[src/design/sdl_pkg.sv]
// types, constants and microprogram of the second difference limiter
package sdl_pkg;

  localparam int SAMPLE_W  = 24;
  localparam int STATE_W   = 48;
  localparam int MAG_W     = 32;
  localparam int CFG_W     = 25;
  localparam int CFG_IDX_W = 3;
  localparam int K_W       = 25;
  localparam int OPA_W     = 25;
  localparam int PROD_W    = 50;
  localparam int ACC_W     = 74;
  localparam int D2_W      = 51;
  localparam int MAGF_W    = D2_W - 1;
  localparam int LIM_W     = 32;
  localparam int HALF_W    = 24;
  localparam int PC_W      = 5;

  localparam logic [16:0] UNITY_Q16     = 17'h10000;
  localparam logic [16:0] CAP_RESET     = 17'd65536;
  localparam logic [15:0] THR_RESET     = 16'd32768;
  localparam logic [16:0] DAMP_RESET    = 17'd65536;
  localparam logic [16:0] SMOOTH_RESET  = 17'd0;
  localparam logic [24:0] GAIN_RESET    = 25'd65536;
  localparam logic [22:0] IGAIN_RESET   = 23'd65536;

  typedef struct packed {
    logic                       chan;
    logic signed [SAMPLE_W-1:0] in_sample;
  } in_beat_t;

  typedef struct packed {
    logic                       out_chan;
    logic signed [SAMPLE_W-1:0] out_sample;
    logic [MAG_W-1:0]           second_diff_mag;
  } out_beat_t;

  typedef enum logic [CFG_IDX_W-1:0] {
    REG_CAP_LEVEL     = 3'd0,
    REG_THRESHOLD     = 3'd1,
    REG_INV_DAMP      = 3'd2,
    REG_SMOOTH_WEIGHT = 3'd3,
    REG_GAIN          = 3'd4,
    REG_INV_GAIN      = 3'd5
  } cfg_reg_t;

  typedef struct packed {
    logic [LIM_W-1:0] lim;
    logic [24:0]      gain;
    logic [16:0]      inv_damp;
    logic [16:0]      w;
    logic [16:0]      wc;
    logic [22:0]      inv_gain;
  } cfg_view_t;

  typedef enum logic [2:0] {MS_X, MS_T, MS_DI, MS_D, MS_R} mul_src_t;
  typedef enum logic [2:0] {KS_GAIN, KS_DAMP, KS_W, KS_WC, KS_IGAIN} k_sel_t;
  typedef enum logic [1:0] {ACC_HOLD, ACC_LOAD, ACC_ADD_HI} acc_op_t;
  typedef enum logic [1:0] {SH_8, SH_16, SH_24} sh_sel_t;
  typedef enum logic [3:0] {
    DST_NONE, DST_CAPTURE, DST_G, DST_D2DI, DST_MAG, DST_T, DST_R_SCALED,
    DST_R_G, DST_D, DST_M1, DST_R_MIX, DST_OUT
  } dst_t;
  typedef enum logic [2:0] {
    J_NEXT, J_ALWAYS, J_IF_NOT_OVER, J_IF_EQ, J_WAIT_IN, J_WAIT_OUT
  } jmp_t;

  typedef logic [PC_W-1:0] pc_t;

  typedef struct packed {
    mul_src_t mul_src;
    logic     mul_hi;
    k_sel_t   k_sel;
    acc_op_t  acc_op;
    sh_sel_t  sh_sel;
    dst_t     dst;
    jmp_t     jmp;
    pc_t      target;
  } ucode_t;

  typedef struct packed {
    logic over;
    logic d_eq_di;
    logic out_free;
  } dp_status_t;

  // program steps
  localparam pc_t PC_IDLE        = 5'd0;
  localparam pc_t PC_G_MUL       = 5'd1;
  localparam pc_t PC_G_LOAD      = 5'd2;
  localparam pc_t PC_G_SCALE     = 5'd3;
  localparam pc_t PC_D2          = 5'd4;
  localparam pc_t PC_MAG         = 5'd5;
  localparam pc_t PC_CLAMP       = 5'd6;
  localparam pc_t PC_DAMP_LO     = 5'd7;
  localparam pc_t PC_DAMP_HI     = 5'd8;
  localparam pc_t PC_DAMP_ADD    = 5'd9;
  localparam pc_t PC_DAMP_SCALE  = 5'd10;
  localparam pc_t PC_PASS        = 5'd11;
  localparam pc_t PC_SLOPE       = 5'd12;
  localparam pc_t PC_BLEND_CHK   = 5'd13;
  localparam pc_t PC_BLEND_DI_HI = 5'd14;
  localparam pc_t PC_BLEND_D_LO  = 5'd15;
  localparam pc_t PC_BLEND_D_HI  = 5'd16;
  localparam pc_t PC_BLEND_ADD   = 5'd17;
  localparam pc_t PC_BLEND_SUM   = 5'd18;
  localparam pc_t PC_OUT_LO      = 5'd19;
  localparam pc_t PC_OUT_HI      = 5'd20;
  localparam pc_t PC_OUT_ADD     = 5'd21;
  localparam pc_t PC_OUT         = 5'd22;

  function automatic ucode_t uword(mul_src_t ms, logic hi, k_sel_t ks, acc_op_t ao,
                                   sh_sel_t sh, dst_t ds, jmp_t jp, pc_t tg);
    ucode_t w;
    w.mul_src = ms;
    w.mul_hi  = hi;
    w.k_sel   = ks;
    w.acc_op  = ao;
    w.sh_sel  = sh;
    w.dst     = ds;
    w.jmp     = jp;
    w.target  = tg;
    return w;
  endfunction

  // control store: one word per step
  function automatic ucode_t ucode_rom(pc_t pc);
    ucode_t w;
    case (pc)
      PC_IDLE:        w = uword(MS_X, 1'b0, KS_GAIN, ACC_HOLD, SH_8, DST_CAPTURE,
                                J_WAIT_IN, PC_IDLE);
      PC_G_MUL:       w = uword(MS_X, 1'b0, KS_GAIN, ACC_HOLD, SH_8, DST_NONE,
                                J_NEXT, PC_IDLE);
      PC_G_LOAD:      w = uword(MS_X, 1'b0, KS_GAIN, ACC_LOAD, SH_8, DST_NONE,
                                J_NEXT, PC_IDLE);
      PC_G_SCALE:     w = uword(MS_X, 1'b0, KS_GAIN, ACC_HOLD, SH_8, DST_G,
                                J_NEXT, PC_IDLE);
      PC_D2:          w = uword(MS_X, 1'b0, KS_GAIN, ACC_HOLD, SH_8, DST_D2DI,
                                J_NEXT, PC_IDLE);
      PC_MAG:         w = uword(MS_X, 1'b0, KS_GAIN, ACC_HOLD, SH_8, DST_MAG,
                                J_NEXT, PC_IDLE);
      PC_CLAMP:       w = uword(MS_X, 1'b0, KS_GAIN, ACC_HOLD, SH_8, DST_T,
                                J_IF_NOT_OVER, PC_PASS);
      PC_DAMP_LO:     w = uword(MS_T, 1'b0, KS_DAMP, ACC_HOLD, SH_16, DST_NONE,
                                J_NEXT, PC_IDLE);
      PC_DAMP_HI:     w = uword(MS_T, 1'b1, KS_DAMP, ACC_LOAD, SH_16, DST_NONE,
                                J_NEXT, PC_IDLE);
      PC_DAMP_ADD:    w = uword(MS_T, 1'b1, KS_DAMP, ACC_ADD_HI, SH_16, DST_NONE,
                                J_NEXT, PC_IDLE);
      PC_DAMP_SCALE:  w = uword(MS_T, 1'b0, KS_DAMP, ACC_HOLD, SH_16, DST_R_SCALED,
                                J_ALWAYS, PC_SLOPE);
      PC_PASS:        w = uword(MS_T, 1'b0, KS_DAMP, ACC_HOLD, SH_16, DST_R_G,
                                J_NEXT, PC_IDLE);
      PC_SLOPE:       w = uword(MS_DI, 1'b0, KS_W, ACC_HOLD, SH_16, DST_D,
                                J_NEXT, PC_IDLE);
      PC_BLEND_CHK:   w = uword(MS_DI, 1'b0, KS_W, ACC_HOLD, SH_16, DST_NONE,
                                J_IF_EQ, PC_OUT_LO);
      PC_BLEND_DI_HI: w = uword(MS_DI, 1'b1, KS_W, ACC_LOAD, SH_16, DST_NONE,
                                J_NEXT, PC_IDLE);
      PC_BLEND_D_LO:  w = uword(MS_D, 1'b0, KS_WC, ACC_ADD_HI, SH_16, DST_NONE,
                                J_NEXT, PC_IDLE);
      PC_BLEND_D_HI:  w = uword(MS_D, 1'b1, KS_WC, ACC_LOAD, SH_16, DST_M1,
                                J_NEXT, PC_IDLE);
      PC_BLEND_ADD:   w = uword(MS_D, 1'b1, KS_WC, ACC_ADD_HI, SH_16, DST_NONE,
                                J_NEXT, PC_IDLE);
      PC_BLEND_SUM:   w = uword(MS_D, 1'b0, KS_WC, ACC_HOLD, SH_16, DST_R_MIX,
                                J_NEXT, PC_IDLE);
      PC_OUT_LO:      w = uword(MS_R, 1'b0, KS_IGAIN, ACC_HOLD, SH_24, DST_NONE,
                                J_NEXT, PC_IDLE);
      PC_OUT_HI:      w = uword(MS_R, 1'b1, KS_IGAIN, ACC_LOAD, SH_24, DST_NONE,
                                J_NEXT, PC_IDLE);
      PC_OUT_ADD:     w = uword(MS_R, 1'b1, KS_IGAIN, ACC_ADD_HI, SH_24, DST_NONE,
                                J_NEXT, PC_IDLE);
      PC_OUT:         w = uword(MS_R, 1'b0, KS_IGAIN, ACC_HOLD, SH_24, DST_OUT,
                                J_WAIT_OUT, PC_IDLE);
      default:        w = uword(MS_X, 1'b0, KS_GAIN, ACC_HOLD, SH_8, DST_NONE,
                                J_ALWAYS, PC_IDLE);
    endcase
    return w;
  endfunction

endpackage

[src/design/sdl_sequencer.sv]
// step counter and control store lookup
module sdl_sequencer (
  input  logic                    clk,
  input  logic                    rst_n,
  input  logic                    in_valid,
  input  sdl_pkg::dp_status_t     status,
  output sdl_pkg::ucode_t         uc,
  output logic                    idle
);

  sdl_pkg::pc_t    pc_r, pc_nxt;
  sdl_pkg::ucode_t word;
  sdl_pkg::pc_t    pc_inc;

  assign word   = sdl_pkg::ucode_rom(pc_r);
  assign pc_inc = pc_r + sdl_pkg::pc_t'(1);

  // next step
  always_comb begin
    case (word.jmp)
      sdl_pkg::J_NEXT:        pc_nxt = pc_inc;
      sdl_pkg::J_ALWAYS:      pc_nxt = word.target;
      sdl_pkg::J_IF_NOT_OVER: pc_nxt = status.over ? pc_inc : word.target;
      sdl_pkg::J_IF_EQ:       pc_nxt = status.d_eq_di ? word.target : pc_inc;
      sdl_pkg::J_WAIT_IN:     pc_nxt = in_valid ? pc_inc : pc_r;
      sdl_pkg::J_WAIT_OUT:    pc_nxt = status.out_free ? word.target : pc_r;
      default:                pc_nxt = sdl_pkg::PC_IDLE;
    endcase
  end

  // outputs
  always_comb begin
    uc   = word;
    idle = (pc_r == sdl_pkg::PC_IDLE);
  end

  always_ff @(posedge clk) begin
    if (!rst_n) begin
      pc_r <= sdl_pkg::PC_IDLE;
    end else begin
      pc_r <= pc_nxt;
    end
  end

endmodule

[config.mk]
export PLATFORM = sky130hd
export DESIGN_NAME = sdl_sequencer
export DESIGN_NICKNAME = d
export VERILOG_FILES = /design/src/design/sdl_pkg.sv /design/src/design/sdl_sequencer.sv
export SDC_FILE = /design/constraint.sdc
export NUM_CORES = 1
export LEC_CHECK = 0
export ABC_AREA = 1
export CAP_MARGIN = 20
export CORE_MARGIN = 2
export CORE_UTILIZATION = 30
export DETAILED_ROUTE_END_ITERATION = 8
export DONT_BUFFER_PORTS = 1
export HOLD_SLACK_MARGIN = 0.06
export PLACE_DENSITY = 0.52
export SYNTH_ARGS = -nofsm -noshare
export SYNTH_HDL_FRONTEND = slang
export SYNTH_SLANG_ARGS = --single-unit
[constraint.sdc]
create_clock -name clk -period 5.7 [get_ports clk]
set_input_delay 0.285 -clock clk [delete_from_list [all_inputs] [get_ports clk]]
set_output_delay 0.285 -clock clk [all_outputs]
set_load 0.02 [all_outputs]
* Yosys cells after proc, flatten, opt, wreduce, memory -nomap -nowiden
Memories as Yosys holds them, arrays and structs flattened. A register that Yosys moved wholly into a read port is not among the register bits.
Cells that the tools add are included.
W data, S select, Z words.
** Operators by class
- Reductions and logical operators :: 3
- $add $sub $neg :: 1
- Mux-type cells :: 7
- Equality and inequality tests :: 7
** Operator list (count)
- $mux W5 :: 6
- $pmux W5 S6 :: 1
- $eq A3 B2 Y1 const B :: 2
- $eq A3 B3 Y1 const B :: 2
- $add A5 B1 Y5 const B :: 1
- $logic_not A5 Y1 :: 1
- $ne A2 B2 Y1 const B :: 2
- $eq A3 B1 Y1 const B :: 1
- $logic_not A3 Y1 :: 1
- $reduce_and A2 Y1 :: 1
** Word-level totals
- Output and inout bits :: 24
- Flip-flop bits (word level) :: 5
- Logic and storage cells :: 20
- Input port bits :: 6
- Memories :: 1
- Bits in read-only memories :: 736
** Memories
- (name not given) :: words 32, width 23, rd ports 1, clocked after memory_dff 1, wr ports 0, line sdl_pkg.sv:129 : case (pc)

* Longest topological paths before layout
- Depth after elaboration :: 5
- Gate-level depth with buffers :: 16
- Mapped depth without buffers :: 16

* Worst setup path before layout
No wires, ideal clock.
- Path type :: flip-flop to flip-flop
- Start point :: register, netlist name uc[5]
- End point :: register, netlist name uc[14]
- Path slack :: 3594 ps
- Clock period less this slack :: 2106 ps
- Stages on the path, launching flop included :: 13
- Setup time :: 116 ps
- Data arrival time :: 1990 ps
- Buffers on the path :: 0
- Required time :: 5584 ps
- Cell sequence :: dfxtp_1 > inv_1 > nor2_2 > nand3_1 > nand2_1 > o21ai_1 > nor2_1 > inv_1 > ha_1 > nand2_2 > nand2_1 > nand2_1 > o21ai_1
** Between the ends
- Word-level cells in the longest chain between the ends :: 5
- Elaborated cells on any way between the ends :: 12
- Classes of those cells :: eq/ne: 7; mux: 3; reduce/logical: 2
** Ends and longest elaborated chain
- $eq A3 B3 Y1 :: line sdl_sequencer.sv:20 : case (word.jmp)
- $ne A2 B2 Y1 (no source line)
- $reduce_and A2 Y1 (no source line)
- $mux W5 (no source line) * (2 in series)
Every way passes the cells marked *; elsewhere a longest branch is shown, timed or not.
A chain may end at the register's enable or synchronous reset.

* Worst setup path after layout
- Start point :: register, netlist name uc[6]
- End point :: register, netlist name uc[14]
** Between the ends
- Word-level cells in the longest chain between the ends :: 5
- Elaborated cells on any way between the ends :: 12
- Classes of those cells :: eq/ne: 7; mux: 3; reduce/logical: 2
** Ends and longest elaborated chain (line)
- $eq A3 B3 Y1 :: sdl_sequencer.sv:20
- $ne A2 B2 Y1 (no source line)
- $reduce_and A2 Y1 (no source line)
- $mux W5 (no source line) * (2 in series)
Marked as above.

==> metrics.md <==
| Metric | Value |
|---|---|
| ANT cells | `0` |
| Most used cell, CP | `nand2_1` |
| LEAKAGE | `0.719 nW` |
| Hpwl dp | `2.60 mm` |
| Synthesized flop and latch total | `22` |
| Max incr delay on CP | `0.87 ns` |
| Clk slew on worst S/H paths | `0.08 ns` |
| Hold Crit Start | `rst_n` |
| Synth Area in XOR/XNOR | `1.17%` |
| CP Capture Type | `register` |
| Post-CTS Hold Fix Bufs | `0` |
| DRT Pass-1 Iters | `4` |
| Chip height | `74.5 um` |
| Critical path origin | `uc[6]$_SDFF_PP0_` |
| Worst slew pin tran | `0.835 ns` |
| Max Slew Vio Count | `0` |
| Resize count post-CTS | `0` |
| Outcome | `finished clean` |
| Post-Route Skew | `0.00365 ns` |
| Postcts setup bufs | `0` |
| Synth top area share | `29.5%` |
| Min-Delay Path Depth | `2` |
| Top post-synthesis cells by count | `nand2_1 (65), dfxtp_1 (22), inv_1 (18), nand3_1 (15), nor2_1 (12)` |
| Fillers | `517` |
| Die width | `74.5 um` |
| Core Region | `0.00475 mm2` |
| Gate Count Post-Synth | `207` |
| CP Class | `reg -> reg` |
| Sequential area share after synthesis | `29.5%` |
| Post-Synth Adder-Cell Area | `7.55%` |
| Port Buffer Count | `0` |
| Worst vdd ir | `0.000217 V` |
| Simple-gate area share of the yosys netlist | `42.8%` |
| Initial drt markers | `45` |
| Number of synthesized flops with an enable pin | `0` |
| Cell Rows | `25` |
| Routability cong. | `0.878` |
| Min Tclk post-route | `2.69 ns` |
| Initial Util | `31.4%` |
| Worst Hold End | `pc_r[0]$_SDFFE_PN0N_` |
| Layout cells sized above 1 | `17.9%` |
| Worst setup SP type | `register` |
| H-tree lvl count | `1` |
| Routed vias | `1223` |
| Final non-filler cell area | `0.00156 mm2` |
| Placed Area | `0.00149 mm2` |
| Final hold violation count | `0` |
| Top-count cell post-synth | `nand2_1` |
| Post-synth top flop | `dfxtp_1` |
| Reg2reg end | `uc[14]$_DFF_P_` |
| Die area | `0.00555 mm2` |
| Synth Area in Compound Gates | `6.80%` |
| Critical-path cell list | `nor2_2, nand3_1, nand2_1, nand2_1, o21ai_1, nor2_1, inv_1, ha_1, nand2_2, nand2_1, nand2_1, o21ai_1` |
| Critical R2R Launch | `uc[6]$_SDFF_PP0_` |
| Distinct cell type count after synthesis | `28` |
| Synth area leader | `dfxtp_1` |
| Post-layout util | `32.9%` |
| R2R Setup Slk | `3.01 ns` |
| Pwr Density | `551 mW/mm2` |
| Critical Path Fanout Max | `9` |
| Fin crit share | `47.1%` |
| Largest family of logic cells by synthesized area | `simple AND/OR/NAND/NOR gates` |
| Max Cap Viol | `0` |
| Final #Nets | `217` |
| Crit-path slowest cell | `dfxtp_1` |
| Wirelength per Cell | `12.4 um` |
| Worst relative slew slack | `44.2%` |
| Setup TNS Final | `0 ns` |
| Final ANT Viol Nets | `0` |
| Routed vias/inst | `4.56` |
| Arr. time, crit path | `2.85 ns` |
| Number of global-route vias before repair | `1168` |
| CTS sink count | `22` |
| Syn_nets | `222` |
| Setup-failing EPs final | `0` |
| All-Layer GR Usage | `12.9%` |
| Share of synthesized registers carrying an async set or reset | `0%` |
| Area grow syn2layout | `4.87%` |
| Worst min path class | `in -> reg` |
| CTS Buf Count | `3` |
| RSZ-0062 raised after global routing | `false` |
| Syn Std Cell Area | `0.00149 mm2` |
| Overflow left after global routing | `0` |
| Top post-synthesis cells by area | `dfxtp_1 (30%), nand2_1 (16%), ha_1 (7.6%), nand3_1 (5.0%), inv_1 (4.5%)` |
| Multiplexer area fraction after synthesis | `0%` |
| Avg Inst Size Synth | `7.20 um2` |
| CTS root buffer | `clkbuf_8` |
| Worst endpoint required time | `5.87 ns` |
| Clk_lat worst skew | `0.27 ns` |
| F_max | `0.372 GHz` |
| Worst-case clock buffer depth | `2` |
| Drt drc | `0` |
| Overall Power | `862 uW` |
| Ports | `30` |
| First-pass GRT wire length | `5.42 mm` |
| TritonCTS clock tree | `built` |
| Initial antenna violation count | `0` |
| Largest net degree at the start of global routing | `15` |
| Worst r2r path cells | `12` |
| YS warnings | `0` |
| Routed WL | `3.31 mm` |
## logic make-up (layout without fill, tap and decap cells)
| family | Yosys count | after routing |
|---|---|---|
| AOI/OAI and AO/OA | 18 | 18 |
| xor gates and xnor gates | 2 | 2 |
| buffers and inverters | 35 | 29 |
| and+or+nand+nor | 121 | 121 |
| adders and majority gates | 9 | 9 |
| DFF | 22 | 22 |
## state kept, by name, summed over array words and instances, names as in the netlist
signal,flops
uc,17
pc_r,5
## final cells by class
class                   count  area [um2]  area share, %
clock buffers               3        41.3           2.64
clock inverters             1        30.0           1.92
inverters                  25        98.8           6.32
multi-input cells         150         870           55.6
flip-flops and latches     22         440           28.2
well taps                  67        83.8           5.36
## critical path, delay by kind of cell (launching register included)
kind	cells	cell delay (ns)
compound gates	2	0.17
fa+ha+maj	1	0.32
buf+inv	1	0.17
flops	1	0.87
simple gates	8	1.03
## stage by stage
stage / setup slack (ns) / hold slack [ns] / std cells
6_report: 3.01 / 0.151 / 268
3_3_place_gp: 3.12 / 0.434 / 264
3_5_place_dp: 3.03 / 0.435 / 264
5_1_grt: 2.69 / 0.148 / 268
2_1_floorplan: 3.59 / 0.614 / 207
4_1_cts: 3.01 / 0.142 / 268
## power by group
part	total [mW]	internal (mW)	switching [mW]
registers	0.290	0.202	0.0878
clock network	0.149	0.0940	0.0547
logic	0.423	0.137	0.286
## how the worst max path moves through the flow
| stage | slack [ns] | cells after the start | end |
|---|---|---|---|
| floorplan | 3.59 | 12 | uc[14]$_DFF_P_ |
| global placement | 3.12 | 12 | uc[14]$_DFF_P_ |
| detailed placement | 3.03 | 12 | uc[11]$_DFF_P_ |
| CTS | 3.01 | 12 | uc[14]$_DFF_P_ |
| global route | 2.69 | 12 | uc[14]$_DFF_P_ |
| finish | 3.01 | 12 | uc[14]$_DFF_P_ |
## cell usage in the layout, fill, tap and decap left out, types with 3 or more instances in the layout
cell type,instances
nand2_1,65
dfxtp_1,22
inv_1,18
nand3_1,15
nor2_1,12
ha_1,9
nand2_2,8
o21ai_1,7
nand4_1,6
inv_2,6
o21ai_0,4
a21oi_1,4
nor2_2,3
nand3_4,3
clkbuf_8,3
## layer usage
| metal | vias up | part of all wire (%) | global-route usage (%) |
|---|---|---|---|
| met3 | 5 | 4.8 | 2.44 |
| met4 | 0 | 1.8 | 5.95 |
| li1 | 640 | - | - |
| met2 | 26 | 45 | 20.3 |
| met5 | - | 0 | 0 |
| met1 | 552 | 48 | 17.0 |
Power figures use the tool's default switching activity.
