===== src/design/sdl_pkg.sv =====
// types, constants and microprogram of the second difference limiter
package sdl_pkg;

  localparam int SAMPLE_W  = 24;
  localparam int STATE_W   = 48;
  localparam int MAG_W     = 32;
  localparam int CFG_W     = 25;
  localparam int CFG_IDX_W = 3;
  localparam int K_W       = 25;
  localparam int OPA_W     = 25;
  localparam int PROD_W    = 50;
  localparam int ACC_W     = 74;
  localparam int D2_W      = 51;
  localparam int MAGF_W    = D2_W - 1;
  localparam int LIM_W     = 32;
  localparam int HALF_W    = 24;
  localparam int PC_W      = 5;

  localparam logic [16:0] UNITY_Q16     = 17'h10000;
  localparam logic [16:0] CAP_RESET     = 17'd65536;
  localparam logic [15:0] THR_RESET     = 16'd32768;
  localparam logic [16:0] DAMP_RESET    = 17'd65536;
  localparam logic [16:0] SMOOTH_RESET  = 17'd0;
  localparam logic [24:0] GAIN_RESET    = 25'd65536;
  localparam logic [22:0] IGAIN_RESET   = 23'd65536;

  typedef struct packed {
    logic                       chan;
    logic signed [SAMPLE_W-1:0] in_sample;
  } in_beat_t;

  typedef struct packed {
    logic                       out_chan;
    logic signed [SAMPLE_W-1:0] out_sample;
    logic [MAG_W-1:0]           second_diff_mag;
  } out_beat_t;

  typedef enum logic [CFG_IDX_W-1:0] {
    REG_CAP_LEVEL     = 3'd0,
    REG_THRESHOLD     = 3'd1,
    REG_INV_DAMP      = 3'd2,
    REG_SMOOTH_WEIGHT = 3'd3,
    REG_GAIN          = 3'd4,
    REG_INV_GAIN      = 3'd5
  } cfg_reg_t;

  typedef struct packed {
    logic [LIM_W-1:0] lim;
    logic [24:0]      gain;
    logic [16:0]      inv_damp;
    logic [16:0]      w;
    logic [16:0]      wc;
    logic [22:0]      inv_gain;
  } cfg_view_t;

  typedef enum logic [2:0] {MS_X, MS_T, MS_DI, MS_D, MS_R} mul_src_t;
  typedef enum logic [2:0] {KS_GAIN, KS_DAMP, KS_W, KS_WC, KS_IGAIN} k_sel_t;
  typedef enum logic [1:0] {ACC_HOLD, ACC_LOAD, ACC_ADD_HI} acc_op_t;
  typedef enum logic [1:0] {SH_8, SH_16, SH_24} sh_sel_t;
  typedef enum logic [3:0] {
    DST_NONE, DST_CAPTURE, DST_G, DST_D2DI, DST_MAG, DST_T, DST_R_SCALED,
    DST_R_G, DST_D, DST_M1, DST_R_MIX, DST_OUT
  } dst_t;
  typedef enum logic [2:0] {
    J_NEXT, J_ALWAYS, J_IF_NOT_OVER, J_IF_EQ, J_WAIT_IN, J_WAIT_OUT
  } jmp_t;

  typedef logic [PC_W-1:0] pc_t;

  typedef struct packed {
    mul_src_t mul_src;
    logic     mul_hi;
    k_sel_t   k_sel;
    acc_op_t  acc_op;
    sh_sel_t  sh_sel;
    dst_t     dst;
    jmp_t     jmp;
    pc_t      target;
  } ucode_t;

  typedef struct packed {
    logic over;
    logic d_eq_di;
    logic out_free;
  } dp_status_t;

  // program steps
  localparam pc_t PC_IDLE        = 5'd0;
  localparam pc_t PC_G_MUL       = 5'd1;
  localparam pc_t PC_G_LOAD      = 5'd2;
  localparam pc_t PC_G_SCALE     = 5'd3;
  localparam pc_t PC_D2          = 5'd4;
  localparam pc_t PC_MAG         = 5'd5;
  localparam pc_t PC_CLAMP       = 5'd6;
  localparam pc_t PC_DAMP_LO     = 5'd7;
  localparam pc_t PC_DAMP_HI     = 5'd8;
  localparam pc_t PC_DAMP_ADD    = 5'd9;
  localparam pc_t PC_DAMP_SCALE  = 5'd10;
  localparam pc_t PC_PASS        = 5'd11;
  localparam pc_t PC_SLOPE       = 5'd12;
  localparam pc_t PC_BLEND_CHK   = 5'd13;
  localparam pc_t PC_BLEND_DI_HI = 5'd14;
  localparam pc_t PC_BLEND_D_LO  = 5'd15;
  localparam pc_t PC_BLEND_D_HI  = 5'd16;
  localparam pc_t PC_BLEND_ADD   = 5'd17;
  localparam pc_t PC_BLEND_SUM   = 5'd18;
  localparam pc_t PC_OUT_LO      = 5'd19;
  localparam pc_t PC_OUT_HI      = 5'd20;
  localparam pc_t PC_OUT_ADD     = 5'd21;
  localparam pc_t PC_OUT         = 5'd22;

  function automatic ucode_t uword(mul_src_t ms, logic hi, k_sel_t ks, acc_op_t ao,
                                   sh_sel_t sh, dst_t ds, jmp_t jp, pc_t tg);
    ucode_t w;
    w.mul_src = ms;
    w.mul_hi  = hi;
    w.k_sel   = ks;
    w.acc_op  = ao;
    w.sh_sel  = sh;
    w.dst     = ds;
    w.jmp     = jp;
    w.target  = tg;
    return w;
  endfunction

  // control store: one word per step
  function automatic ucode_t ucode_rom(pc_t pc);
    ucode_t w;
    case (pc)
      PC_IDLE:        w = uword(MS_X, 1'b0, KS_GAIN, ACC_HOLD, SH_8, DST_CAPTURE,
                                J_WAIT_IN, PC_IDLE);
      PC_G_MUL:       w = uword(MS_X, 1'b0, KS_GAIN, ACC_HOLD, SH_8, DST_NONE,
                                J_NEXT, PC_IDLE);
      PC_G_LOAD:      w = uword(MS_X, 1'b0, KS_GAIN, ACC_LOAD, SH_8, DST_NONE,
                                J_NEXT, PC_IDLE);
      PC_G_SCALE:     w = uword(MS_X, 1'b0, KS_GAIN, ACC_HOLD, SH_8, DST_G,
                                J_NEXT, PC_IDLE);
      PC_D2:          w = uword(MS_X, 1'b0, KS_GAIN, ACC_HOLD, SH_8, DST_D2DI,
                                J_NEXT, PC_IDLE);
      PC_MAG:         w = uword(MS_X, 1'b0, KS_GAIN, ACC_HOLD, SH_8, DST_MAG,
                                J_NEXT, PC_IDLE);
      PC_CLAMP:       w = uword(MS_X, 1'b0, KS_GAIN, ACC_HOLD, SH_8, DST_T,
                                J_IF_NOT_OVER, PC_PASS);
      PC_DAMP_LO:     w = uword(MS_T, 1'b0, KS_DAMP, ACC_HOLD, SH_16, DST_NONE,
                                J_NEXT, PC_IDLE);
      PC_DAMP_HI:     w = uword(MS_T, 1'b1, KS_DAMP, ACC_LOAD, SH_16, DST_NONE,
                                J_NEXT, PC_IDLE);
      PC_DAMP_ADD:    w = uword(MS_T, 1'b1, KS_DAMP, ACC_ADD_HI, SH_16, DST_NONE,
                                J_NEXT, PC_IDLE);
      PC_DAMP_SCALE:  w = uword(MS_T, 1'b0, KS_DAMP, ACC_HOLD, SH_16, DST_R_SCALED,
                                J_ALWAYS, PC_SLOPE);
      PC_PASS:        w = uword(MS_T, 1'b0, KS_DAMP, ACC_HOLD, SH_16, DST_R_G,
                                J_NEXT, PC_IDLE);
      PC_SLOPE:       w = uword(MS_DI, 1'b0, KS_W, ACC_HOLD, SH_16, DST_D,
                                J_NEXT, PC_IDLE);
      PC_BLEND_CHK:   w = uword(MS_DI, 1'b0, KS_W, ACC_HOLD, SH_16, DST_NONE,
                                J_IF_EQ, PC_OUT_LO);
      PC_BLEND_DI_HI: w = uword(MS_DI, 1'b1, KS_W, ACC_LOAD, SH_16, DST_NONE,
                                J_NEXT, PC_IDLE);
      PC_BLEND_D_LO:  w = uword(MS_D, 1'b0, KS_WC, ACC_ADD_HI, SH_16, DST_NONE,
                                J_NEXT, PC_IDLE);
      PC_BLEND_D_HI:  w = uword(MS_D, 1'b1, KS_WC, ACC_LOAD, SH_16, DST_M1,
                                J_NEXT, PC_IDLE);
      PC_BLEND_ADD:   w = uword(MS_D, 1'b1, KS_WC, ACC_ADD_HI, SH_16, DST_NONE,
                                J_NEXT, PC_IDLE);
      PC_BLEND_SUM:   w = uword(MS_D, 1'b0, KS_WC, ACC_HOLD, SH_16, DST_R_MIX,
                                J_NEXT, PC_IDLE);
      PC_OUT_LO:      w = uword(MS_R, 1'b0, KS_IGAIN, ACC_HOLD, SH_24, DST_NONE,
                                J_NEXT, PC_IDLE);
      PC_OUT_HI:      w = uword(MS_R, 1'b1, KS_IGAIN, ACC_LOAD, SH_24, DST_NONE,
                                J_NEXT, PC_IDLE);
      PC_OUT_ADD:     w = uword(MS_R, 1'b1, KS_IGAIN, ACC_ADD_HI, SH_24, DST_NONE,
                                J_NEXT, PC_IDLE);
      PC_OUT:         w = uword(MS_R, 1'b0, KS_IGAIN, ACC_HOLD, SH_24, DST_OUT,
                                J_WAIT_OUT, PC_IDLE);
      default:        w = uword(MS_X, 1'b0, KS_GAIN, ACC_HOLD, SH_8, DST_NONE,
                                J_ALWAYS, PC_IDLE);
    endcase
    return w;
  endfunction

endpackage


===== src/design/sdl_cfg_regs.sv =====
// configuration registers and the values derived from them
module sdl_cfg_regs (
  input  logic                            clk,
  input  logic                            rst_n,
  input  logic                            cfg_we,
  input  logic [sdl_pkg::CFG_IDX_W-1:0]   cfg_index,
  input  logic [sdl_pkg::CFG_W-1:0]       cfg_wdata,
  output sdl_pkg::cfg_view_t              cfg_view
);

  logic [16:0] cap_r, cap_nxt;
  logic [15:0] thr_r, thr_nxt;
  logic [16:0] damp_r, damp_nxt;
  logic [16:0] smooth_r, smooth_nxt;
  logic [24:0] gain_r, gain_nxt;
  logic [22:0] igain_r, igain_nxt;
  logic [sdl_pkg::LIM_W-1:0] lim_r, lim_nxt;
  logic [32:0] cap_thr;
  logic [16:0] w_sat;

  always_comb begin
    cap_nxt    = cap_r;
    thr_nxt    = thr_r;
    damp_nxt   = damp_r;
    smooth_nxt = smooth_r;
    gain_nxt   = gain_r;
    igain_nxt  = igain_r;
    if (cfg_we) begin
      case (cfg_index)
        sdl_pkg::REG_CAP_LEVEL:     cap_nxt    = cfg_wdata[16:0];
        sdl_pkg::REG_THRESHOLD:     thr_nxt    = cfg_wdata[15:0];
        sdl_pkg::REG_INV_DAMP:      damp_nxt   = cfg_wdata[16:0];
        sdl_pkg::REG_SMOOTH_WEIGHT: smooth_nxt = cfg_wdata[16:0];
        sdl_pkg::REG_GAIN:          gain_nxt   = cfg_wdata[24:0];
        sdl_pkg::REG_INV_GAIN:      igain_nxt  = cfg_wdata[22:0];
        default: ;
      endcase
    end
  end

  // limit = cap * threshold / 2, refreshed every cycle
  assign cap_thr = 33'(cap_r) * 33'(thr_r);
  assign lim_nxt = cap_thr[32:1];

  always_ff @(posedge clk) begin
    if (!rst_n) begin
      cap_r    <= sdl_pkg::CAP_RESET;
      thr_r    <= sdl_pkg::THR_RESET;
      damp_r   <= sdl_pkg::DAMP_RESET;
      smooth_r <= sdl_pkg::SMOOTH_RESET;
      gain_r   <= sdl_pkg::GAIN_RESET;
      igain_r  <= sdl_pkg::IGAIN_RESET;
      lim_r    <= '0;
    end else begin
      cap_r    <= cap_nxt;
      thr_r    <= thr_nxt;
      damp_r   <= damp_nxt;
      smooth_r <= smooth_nxt;
      gain_r   <= gain_nxt;
      igain_r  <= igain_nxt;
      lim_r    <= lim_nxt;
    end
  end

  assign w_sat = (smooth_r > sdl_pkg::UNITY_Q16) ? sdl_pkg::UNITY_Q16 : smooth_r;

  assign cfg_view.lim      = lim_r;
  assign cfg_view.gain     = gain_r;
  assign cfg_view.inv_damp = damp_r;
  assign cfg_view.w        = w_sat;
  assign cfg_view.wc       = sdl_pkg::UNITY_Q16 - w_sat;
  assign cfg_view.inv_gain = igain_r;

endmodule


===== config.mk =====
export PLATFORM = sky130hd
export DESIGN_NAME = sdl_cfg_regs
export DESIGN_NICKNAME = d
export VERILOG_FILES = /design/src/design/sdl_pkg.sv /design/src/design/sdl_cfg_regs.sv
export SDC_FILE = /design/constraint.sdc
export NUM_CORES = 1
export LEC_CHECK = 0
export ABC_AREA = 1
export BUFFER_PORTS_ARGS = -buffer_cell sky130_fd_sc_hd__clkbuf_2
export CAP_MARGIN = 40
export CELL_PAD_IN_SITES_DETAIL_PLACEMENT = 1
export CELL_PAD_IN_SITES_GLOBAL_PLACEMENT = 2
export CORE_MARGIN = 3
export CORE_UTILIZATION = 32
export DETAILED_ROUTE_END_ITERATION = 10
export PLACE_DENSITY_LB_ADDON = 0.1
export SKIP_LAST_GASP = 1
export SLEW_MARGIN = 20
export SYNTH_ARGS = -nofsm -noshare
export SYNTH_HDL_FRONTEND = slang
export SYNTH_SLANG_ARGS = --single-unit

===== constraint.sdc =====
create_clock -name clk -period 5.27 [get_ports clk]
set_input_delay 0.2635 -clock clk [delete_from_list [all_inputs] [get_ports clk]]
set_output_delay 0.2635 -clock clk [all_outputs]
set_load 0.01 [all_outputs]

Word-level counts from Yosys, hierarchy flattened
Cells that the tools add are included.

Register bits after elaboration: 147. Word-level logic and storage cells: 23.

$add $sub $neg: 1. Multiply operators: 1. Order comparisons: 1. Eq/ne operators: 5. Multiplexer cells: 1. Reduce and logical (&&, ||, !) cells: 7.

Operators by type and width (count): multiplier 17 x 16 -> 33 bit (1); > comparator 17 bit (second input constant) (1); two-way mux 17 bit (1); subtractor 17 bit (first input constant) (1); AND reduction 2 bit (6); == test 3 x 2 -> 1 bit (second input constant) (2); == test 3 bit (second input constant) (2); == test 3 x 1 -> 1 bit (second input constant) (1); zero test 3 bit (1).

Logic depth before layout (Yosys ltp)
Gate-level depths: netlist (run 1).

Word-level depth: 3. Mapped depth: 26. Depth with buffers taken out: 24.

Least setup slack after synthesis (run 1)
Ideal clock, no wire load.

Path kind: register to register. Start: register thr_r[7]. End: register lim_r[24] (netlist bit). Setup time: 0.113 ns. Data arrival time: 5.129 ns. Required time: 5.157 ns. Path slack: 0.028 ns. Stages on the path, launching flop included: 25. Path buffers: 2. Clock period less this slack: 5.242 ns. Cells stage by stage: dfxtp_1 > clkbuf_1 > clkbuf_1 > nand2_1 > fa_1 > inv_1 > fa_1 > inv_1 > fa_1 > inv_1 > fa_1 > fa_1 > inv_1 > fa_1 > inv_1 > ha_1 > nand2_1 > nor2_1 > nand2_1 > nor2_1 > nand2_1 > nand3_1 > nand2_1 > nand2_1 > nor2_1.

Word-level cells in the longest chain between the ends: 1.

Ends and longest elaborated chain: from (decl) (line sdl_cfg_regs.sv:12) `logic [15:0] thr_r, thr_nxt;`; from (signal assigned) (line sdl_cfg_regs.sv:48) `thr_r <= sdl_pkg::THR_RESET;`; from (signal assigned) (line sdl_cfg_regs.sv:56) `thr_r <= thr_nxt;`; multiplier 17 x 16 -> 33 bit (line sdl_cfg_regs.sv:42) `assign cap_thr = 33'(cap_r) * 33'(thr_r);`; to (signal assigned) (line sdl_cfg_regs.sv:61) `lim_r <= lim_nxt;`; to (decl) (line sdl_cfg_regs.sv:17) `logic [sdl_pkg::LIM_W-1:0] lim_r, lim_nxt;`.

Every way passes these cells. A chain may end at the register's enable or synchronous reset.

Worst setup path in the final report (run 1)
Start: register cap_r[6]. End: register lim_r[27] (netlist bit).

Word-level cells in the longest chain between the ends: 1.

Ends and longest elaborated chain: from (decl) (line sdl_cfg_regs.sv:11) `logic [16:0] cap_r, cap_nxt;`; from (signal assigned) (line sdl_cfg_regs.sv:47) `cap_r <= sdl_pkg::CAP_RESET;`; from (signal assigned) (line sdl_cfg_regs.sv:55) `cap_r <= cap_nxt;`; multiplier 17 x 16 -> 33 bit (line sdl_cfg_regs.sv:42).

Every way passes these cells.

==> flow_summary.yaml, run 1 <==
status:
  status: "complete, no violations"
sta:
  hold-worst-slack_ps: 35.03
  hold_violations: 0
  rsz0062_at_grt: "yes"
  tightest_slew_ps: 829.4
  fin_crit_ps: 5166
  clock_skew_ps: 13.66
  maxSlewHeadroom_pct: 44.64
  worst_slack_ps: 104.1
  finalCritPeriodShare_pct: 98.03
  fin_setup_tns_ps: 0
  slew_violations: 0
  setup_viol: 0
  fmax_mhz: 193.6
placed_design:
  portBuffers: 161
  dp_slack_ps: -329.6
  place_area_sq_um: 17080
  hpwl_um: 40870
  dp_cells: 2828
  gp_congestion: 0.8317
synthesis:
  ys_seq_area_share_pct: 19.61
  synthesis.area_sq_um: 15010
  syn_inst: 2058
  ys_types: 38
  synth.area.top_cells: "fa_1 (28%), dfxtp_1 (20%), nand2_1 (12%)"
  yosys_warnings: 0
  synth_seq_cells: 147
  postSynthAreaPerCell_sq_um: 7.291
  synth_nets: 2403
  netlist.area_leader.share_pct: 27.75
  synth_top_cell_by_area: "fa_1"
worst_setup_path:
  worst-path-buf-inv: 7
  endpoint_kind: "flop"
  crit_fanout: 5
  critical_path.cell_chain: "buf_6 > buf_6 > nand2_4 > inv_2 > fa_1 > fa_1 > fa_1 > fa_1 > fa_1 > inv_2 > fa_1 > inv_2 > ha_4 > nand2_4 > inv_2 > nand2_2 > nand2_2 > inv_1 > nand2_2 > nand2_2 > and2_4 > a21oi_2 > nor2_1"
  setup.worst_path.class: "flop to flop"
  critPathSlowestCell: "fa_1"
  critPathArrivalTime_ps: 5520
  worstPathRequired_ps: 5630
  cp_top_family: "adder cells"
  startpoint_type: "flop"
  cpPeakStageDelay_ps: 590
  worst_path_most_repeated_cell: "fa_1"
cts:
  cts_made_buffers: 17
  cts_sinks: 147
  clkTransAtPathRegs_ps: 70
  tritoncts: "built"
  cts_max_level: 4
  cts.root.buffer_cell: "clkbuf_16"
  cts_buffer_depth: 2
  clkLatencyLatePin_ps: 460
pwr:
  power_frac_seq_pct: 38.9
  switchingPower_mw: 0.9617
  power.share.switching_pct: 31.47
  total_power_mw: 3.056
  power_density_nw_per_um2: 165.4
  power.internal_mw: 2.094
  vdd_drop_max_mv: 0.2161
  power_frac_comb_pct: 18.9
  power.leakage_nw: 10.52
  power_frac_clock_pct: 42.1
grt:
  antenna_found_initial: 0
  grt_max_degree: 72
  grt_usage_pct: 21.02
  overflow: 0
  grt_pass1_vias: 14559
  grt_pass1_wl_um: 81830
die:
  die_w_um: 222.5
  core_area_sq_um: 45870
  start_util_pct: 32.71
  pin_count: 162
  die-area_sq_um: 49530
  rows: 78
  die_h_um: 222.5
finish:
  fin_util_pct: 40.28
  drive_above_1_share_pct: 21.58
  final_cell_mix: "inv_1 (447), nand2_1 (441), nor2_1 (245), fa_1 (195), clkbuf_2 (160)"
  filler_cell_count: 5688
  area_growth_pct: 23.11
  final_cells: 2872
  mostFrequentLayoutCell: "inv_1"
  final_cell_area_sq_um: 18470
  nNetsFinal: 2603
detailed_routing:
  drc: 0
  ant_nets: 0
  dr_total_vias: 13250
  vias_per_cell: 4.614
  drt_first_iter_violations: 463
  drtPass1Iterations: 5
  routedWlPerCell_um: 17.62
  drt_wl_total_um: 50600
flow_run:
  cap_violations: 0
min_path:
  hp-class: "input port to flop"
-- state kept, by name, indices dropped and copies added (netlist names) --
signal	count
gain_r	25
cap_r	17
lim_r	32
smooth_r	17
igain_r	23
damp_r	17
thr_r	16
-- metal layers --
layer  global-route usage [%]  up-vias  wire [um]
li1                         -     6433          -
met1                    29.76     6613      24770
met2                    34.38      155      23700
met3                    2.973       49       1390
met4                    4.286        0        738
met5                        0        -          0
-- Yosys cell counts, drive strengths merged --
cell type  instances
a21oi             64
and2              10
clkinv             2
xor2               6
o21bai             3
fa               208
o21ai            142
buf                5
dfxtp            147
a21o               1
o21a               4
o31ai              1
nor2             275
nand3b             2
nand3             45
nor3               2
clkbuf            97
xnor2              3
nand4              2
inv              460
o41ai              1
ha               106
nand2            472
-- path summary, 6_finish.rpt --
kind,slack [ps],cells past startpoint,to,from
setup / recovery,100,23,lim_r[27],cap_r[6]
hold / removal,40,3,gain_r[24],cfg_wdata[24]
setup reg to reg,100,23,lim_r[27],cap_r[6]
hold reg to reg,470,2,damp_r[16],damp_r[16]
-- layout make-up --
type / instances / area (sq um) / area share, %
Antenna cell: 1 / 2.502 / 0.01355
Inverter: 462 / 1739 / 9.414
Timing Repair Buffer: 283 / 1863 / 10.08
Clock buffer: 18 / 439.2 / 2.377
Clock inverter: 14 / 165.2 / 0.8940
Tap cell: 600 / 750.7 / 4.064
Sequential cell: 147 / 3009 / 16.29
Multi-Input combinational cell: 1347 / 10510 / 56.86
-- worst min-delay path: stages --
cell and delay, ps:
clkbuf_2 70, nor2_1 40, nor2_1 80
-- power by group through the flow --
| stage | Sequential, mW | Combinational (mW) | Clock, mW |
|---|---|---|---|
| after floorplan | 1.21 | 0.293 | 0 |
| after detailed placement | 1.22 | 0.543 | 0 |
| final | 1.19 | 0.579 | 1.29 |
| after CTS | 1.19 | 0.563 | 1.33 |
| after global placement | 1.22 | 0.538 | 0 |
| after global routing | 1.20 | 0.646 | 1.37 |
-- repair_timing --
item / CTS / global route
hold buffers: 0 / 0
gates resized for setup: 64 / 143
pin swaps: 12 / 69
setup endpoints to repair: 22 / 22
buffers inserted: 4 / 7
-- cell families after synthesis --
group | Yosys count | synth area share, %
fa+ha+maj | 314 | 36.59
buf+inv | 564 | 14.41
xor+xnor | 9 | 0.5253
compound gates | 216 | 7.588
flops | 147 | 19.61
simple gates | 808 | 21.28
No activity file was read; power rests on OpenSTA's default activity.
==> run 2, diff against run 1 <==
--- a/config.mk
+++ b/config.mk
@@ -13,6 +13,7 @@
 export CORE_MARGIN = 3
 export CORE_UTILIZATION = 32
 export DETAILED_ROUTE_END_ITERATION = 10
+export GPL_TIMING_DRIVEN = 0
 export PLACE_DENSITY_LB_ADDON = 0.1
 export SKIP_LAST_GASP = 1
 export SLEW_MARGIN = 20
==> flow_summary.yaml, run 2 (same netlist as run 1, synthesis figures left out) <==
cts:
  cts_max_level: 4
  cts_made_buffers: 17
  cts_buffer_depth: 2
  hold_buffers: 0
  cts_sinks: 147
  cts.root.buffer_cell: "clkbuf_16"
  clkLatencyLatePin_ps: 460
  tritoncts: "built"
  clkTransAtPathRegs_ps: 70
worst_setup_path:
  ff2ff_path_depth: 21
  cpPeakStageDelay_ps: 620
  worst-path-buf-inv: 6
  timing.rr.start: "thr_r[9]"
  setup.worst_path.class: "flop to flop"
  crit_fanout: 4
  critical_path.cell_chain: "clkbuf_16 > buf_6 > nand2_1 > fa_1 > fa_1 > inv_1 > fa_1 > fa_1 > fa_1 > inv_1 > fa_2 > inv_2 > ha_4 > nand2_4 > nor2_4 > inv_2 > o21ai_2 > a21oi_2 > nand3_1 > nand2_1 > nor2_2"
  regToRegSetupSlack_ps: -70
  r2r-end: "lim_r[28]"
  critPathSlowestCell: "fa_2"
  worst_path_most_repeated_cell: "fa_1"
  startpoint_type: "flop"
  endpoint_kind: "flop"
  critPathArrivalTime_ps: 5730
  worstPathRequired_ps: 5660
  cp_top_family: "adder cells"
finish:
  reg_top3: "lim_r (32), gain_r (25), igain_r (23)"
  final_cell_mix: "inv_1 (419), nand2_1 (417), nor2_1 (245), fa_1 (191), clkbuf_2 (162)"
  drive_above_1_share_pct: 24.22
  fin_util_pct: 41.94
  insertedDiodeCount: 0
  area_growth_pct: 28.20
  regMostFlops: "lim_r"
  largest_reg_flops: 32
  nNetsFinal: 2645
  mostFrequentLayoutCell: "inv_1"
flow_run:
  cap_violations: 0
sta:
  rsz0062_at_grt: "yes"
  fin_crit_ps: 5340
  clock_skew_ps: 18.50
  tightest_slew_ps: 674.5
  finalCritPeriodShare_pct: 101.3
  worst_slack_ps: -70.46
  setup_viol: 9
  slew_violations: 0
  fin_setup_tns_ps: -441.6
  fmax_mhz: 187.3
  maxSlewHeadroom_pct: 55.04
  hold-worst-slack_ps: 39.74
  hold_violations: 0
die:
  die_h_um: 222.5
  rows: 78
  core_area_sq_um: 45870
  die-area_sq_um: 49530
  die_w_um: 222.5
  pin_count: 162
  start_util_pct: 32.71
pwr:
  power_density_nw_per_um2: 157.9
  total_power_mw: 3.037
  power.leakage_nw: 10.77
  vdd_drop_max_mv: 0.2332
min_path:
  worst_hold_path.endpoint: "gain_r[23]"
  min_from: "cfg_wdata[23]"
  hold_path_depth: 3
  hp-class: "input port to flop"
status:
  violations: "negative setup slack"
  status: "complete, but fails checks"
placed_design:
  hpwl_um: 45980
  gp_congestion: 0.9148
  portBuffers: 160
  dp_slack_ps: -1484
detailed_routing:
  dr_total_vias: 13695
  drt_first_iter_violations: 625
  vias_per_cell: 4.703
  drc: 0
  drt_wl_total_um: 59050
  routedWlPerCell_um: 20.28
  drtPass1Iterations: 5
  ant_nets: 0
grt:
  grt_max_degree: 17
  grt_pass1_wl_um: 90450
  antenna_found_initial: 0
  grt_pass1_vias: 15001
  overflow: 0
  grt_usage_pct: 24.17
==> run 2: cell count changes in the layout (fill, tap and decap cells not counted), sizes merged <==
cell,delta
clkbuf,+59
buf,-17
clkinv,+4
inv,-4
bufinv,-1
diode,-1
==> run 2: power breakdown <==
| group | switching (mW) | total, mW | internal, mW |
|---|---|---|---|
| Clock | 0.535 | 1.20 | 0.666 |
| Sequential | 0.0390 | 1.18 | 1.14 |
| Combinational | 0.404 | 0.656 | 0.252 |
==> run 2: worst max-delay path by stage <==
stage | start | endpoint | slack [ps] | cells past startpoint
after global placement | thr_r[11] | lim_r[28] | -1440 | 20
after CTS | cap_r[8] | lim_r[22] | -100 | 24
final | thr_r[9] | lim_r[28] | -70 | 21
after detailed placement | thr_r[10] | lim_r[28] | -1480 | 21
after floorplan | thr_r[7] | lim_r[24] | 30 | 24
after global routing | cap_r[5] | lim_r[24] | -290 | 22
==> run 2: stage by stage <==
step	cells	cell area (sq um)
final	2912	19240
after detailed placement	2822	16610
after floorplan	2058	15010
after global routing	2912	19240
after global placement	2818	16560
after CTS	2876	18510
==> run 2: per-layer routing <==
layer | vias up | track usage [%] | part of all wire [%]
met5 | - | 0 | 0
met4 | 0 | 9.516 | 3.7
met3 | 78 | 4.267 | 4.3
met2 | 236 | 39.84 | 48
met1 | 6855 | 31.55 | 44
li1 | 6526 | - | -
==> run 2: cell type report <==
type                    instances  area (sq um)
fillers                      5685         26630
flip-flops and latches        147          3063
repair buffers                254          1667
clock buffers                  18         439.2
plain buffers                  71         847.1
well taps                     600         750.7
multi-input cells            1347         10600
inverters                     462          1742
clock inverters                13         127.6
==> run 2: worst reg2reg max path, stage by stage, from the launching register on <==
cell and delay (ps):
dfxtp_4 420, clkbuf_16 180, buf_6 100, nand2_1 60
fa_1 490, fa_1 500, inv_1 50, fa_1 470
fa_1 520, fa_1 540, inv_1 70, fa_2 620
inv_2 70, ha_4 330, nand2_4 80, nor2_4 150
inv_2 50, o21ai_2 190, a21oi_2 90, nand3_1 70
nand2_1 60, nor2_2 170
==> run 2: timing repair <==
item                                   in CTS  in global routing
gates resized for setup                   275                153
pin swaps                                  36                114
setup endpoints to repair                  25                 22
buffers inserted                           54                 36
cloned                                      0                  0
endpoints found under the hold margin       0                  0
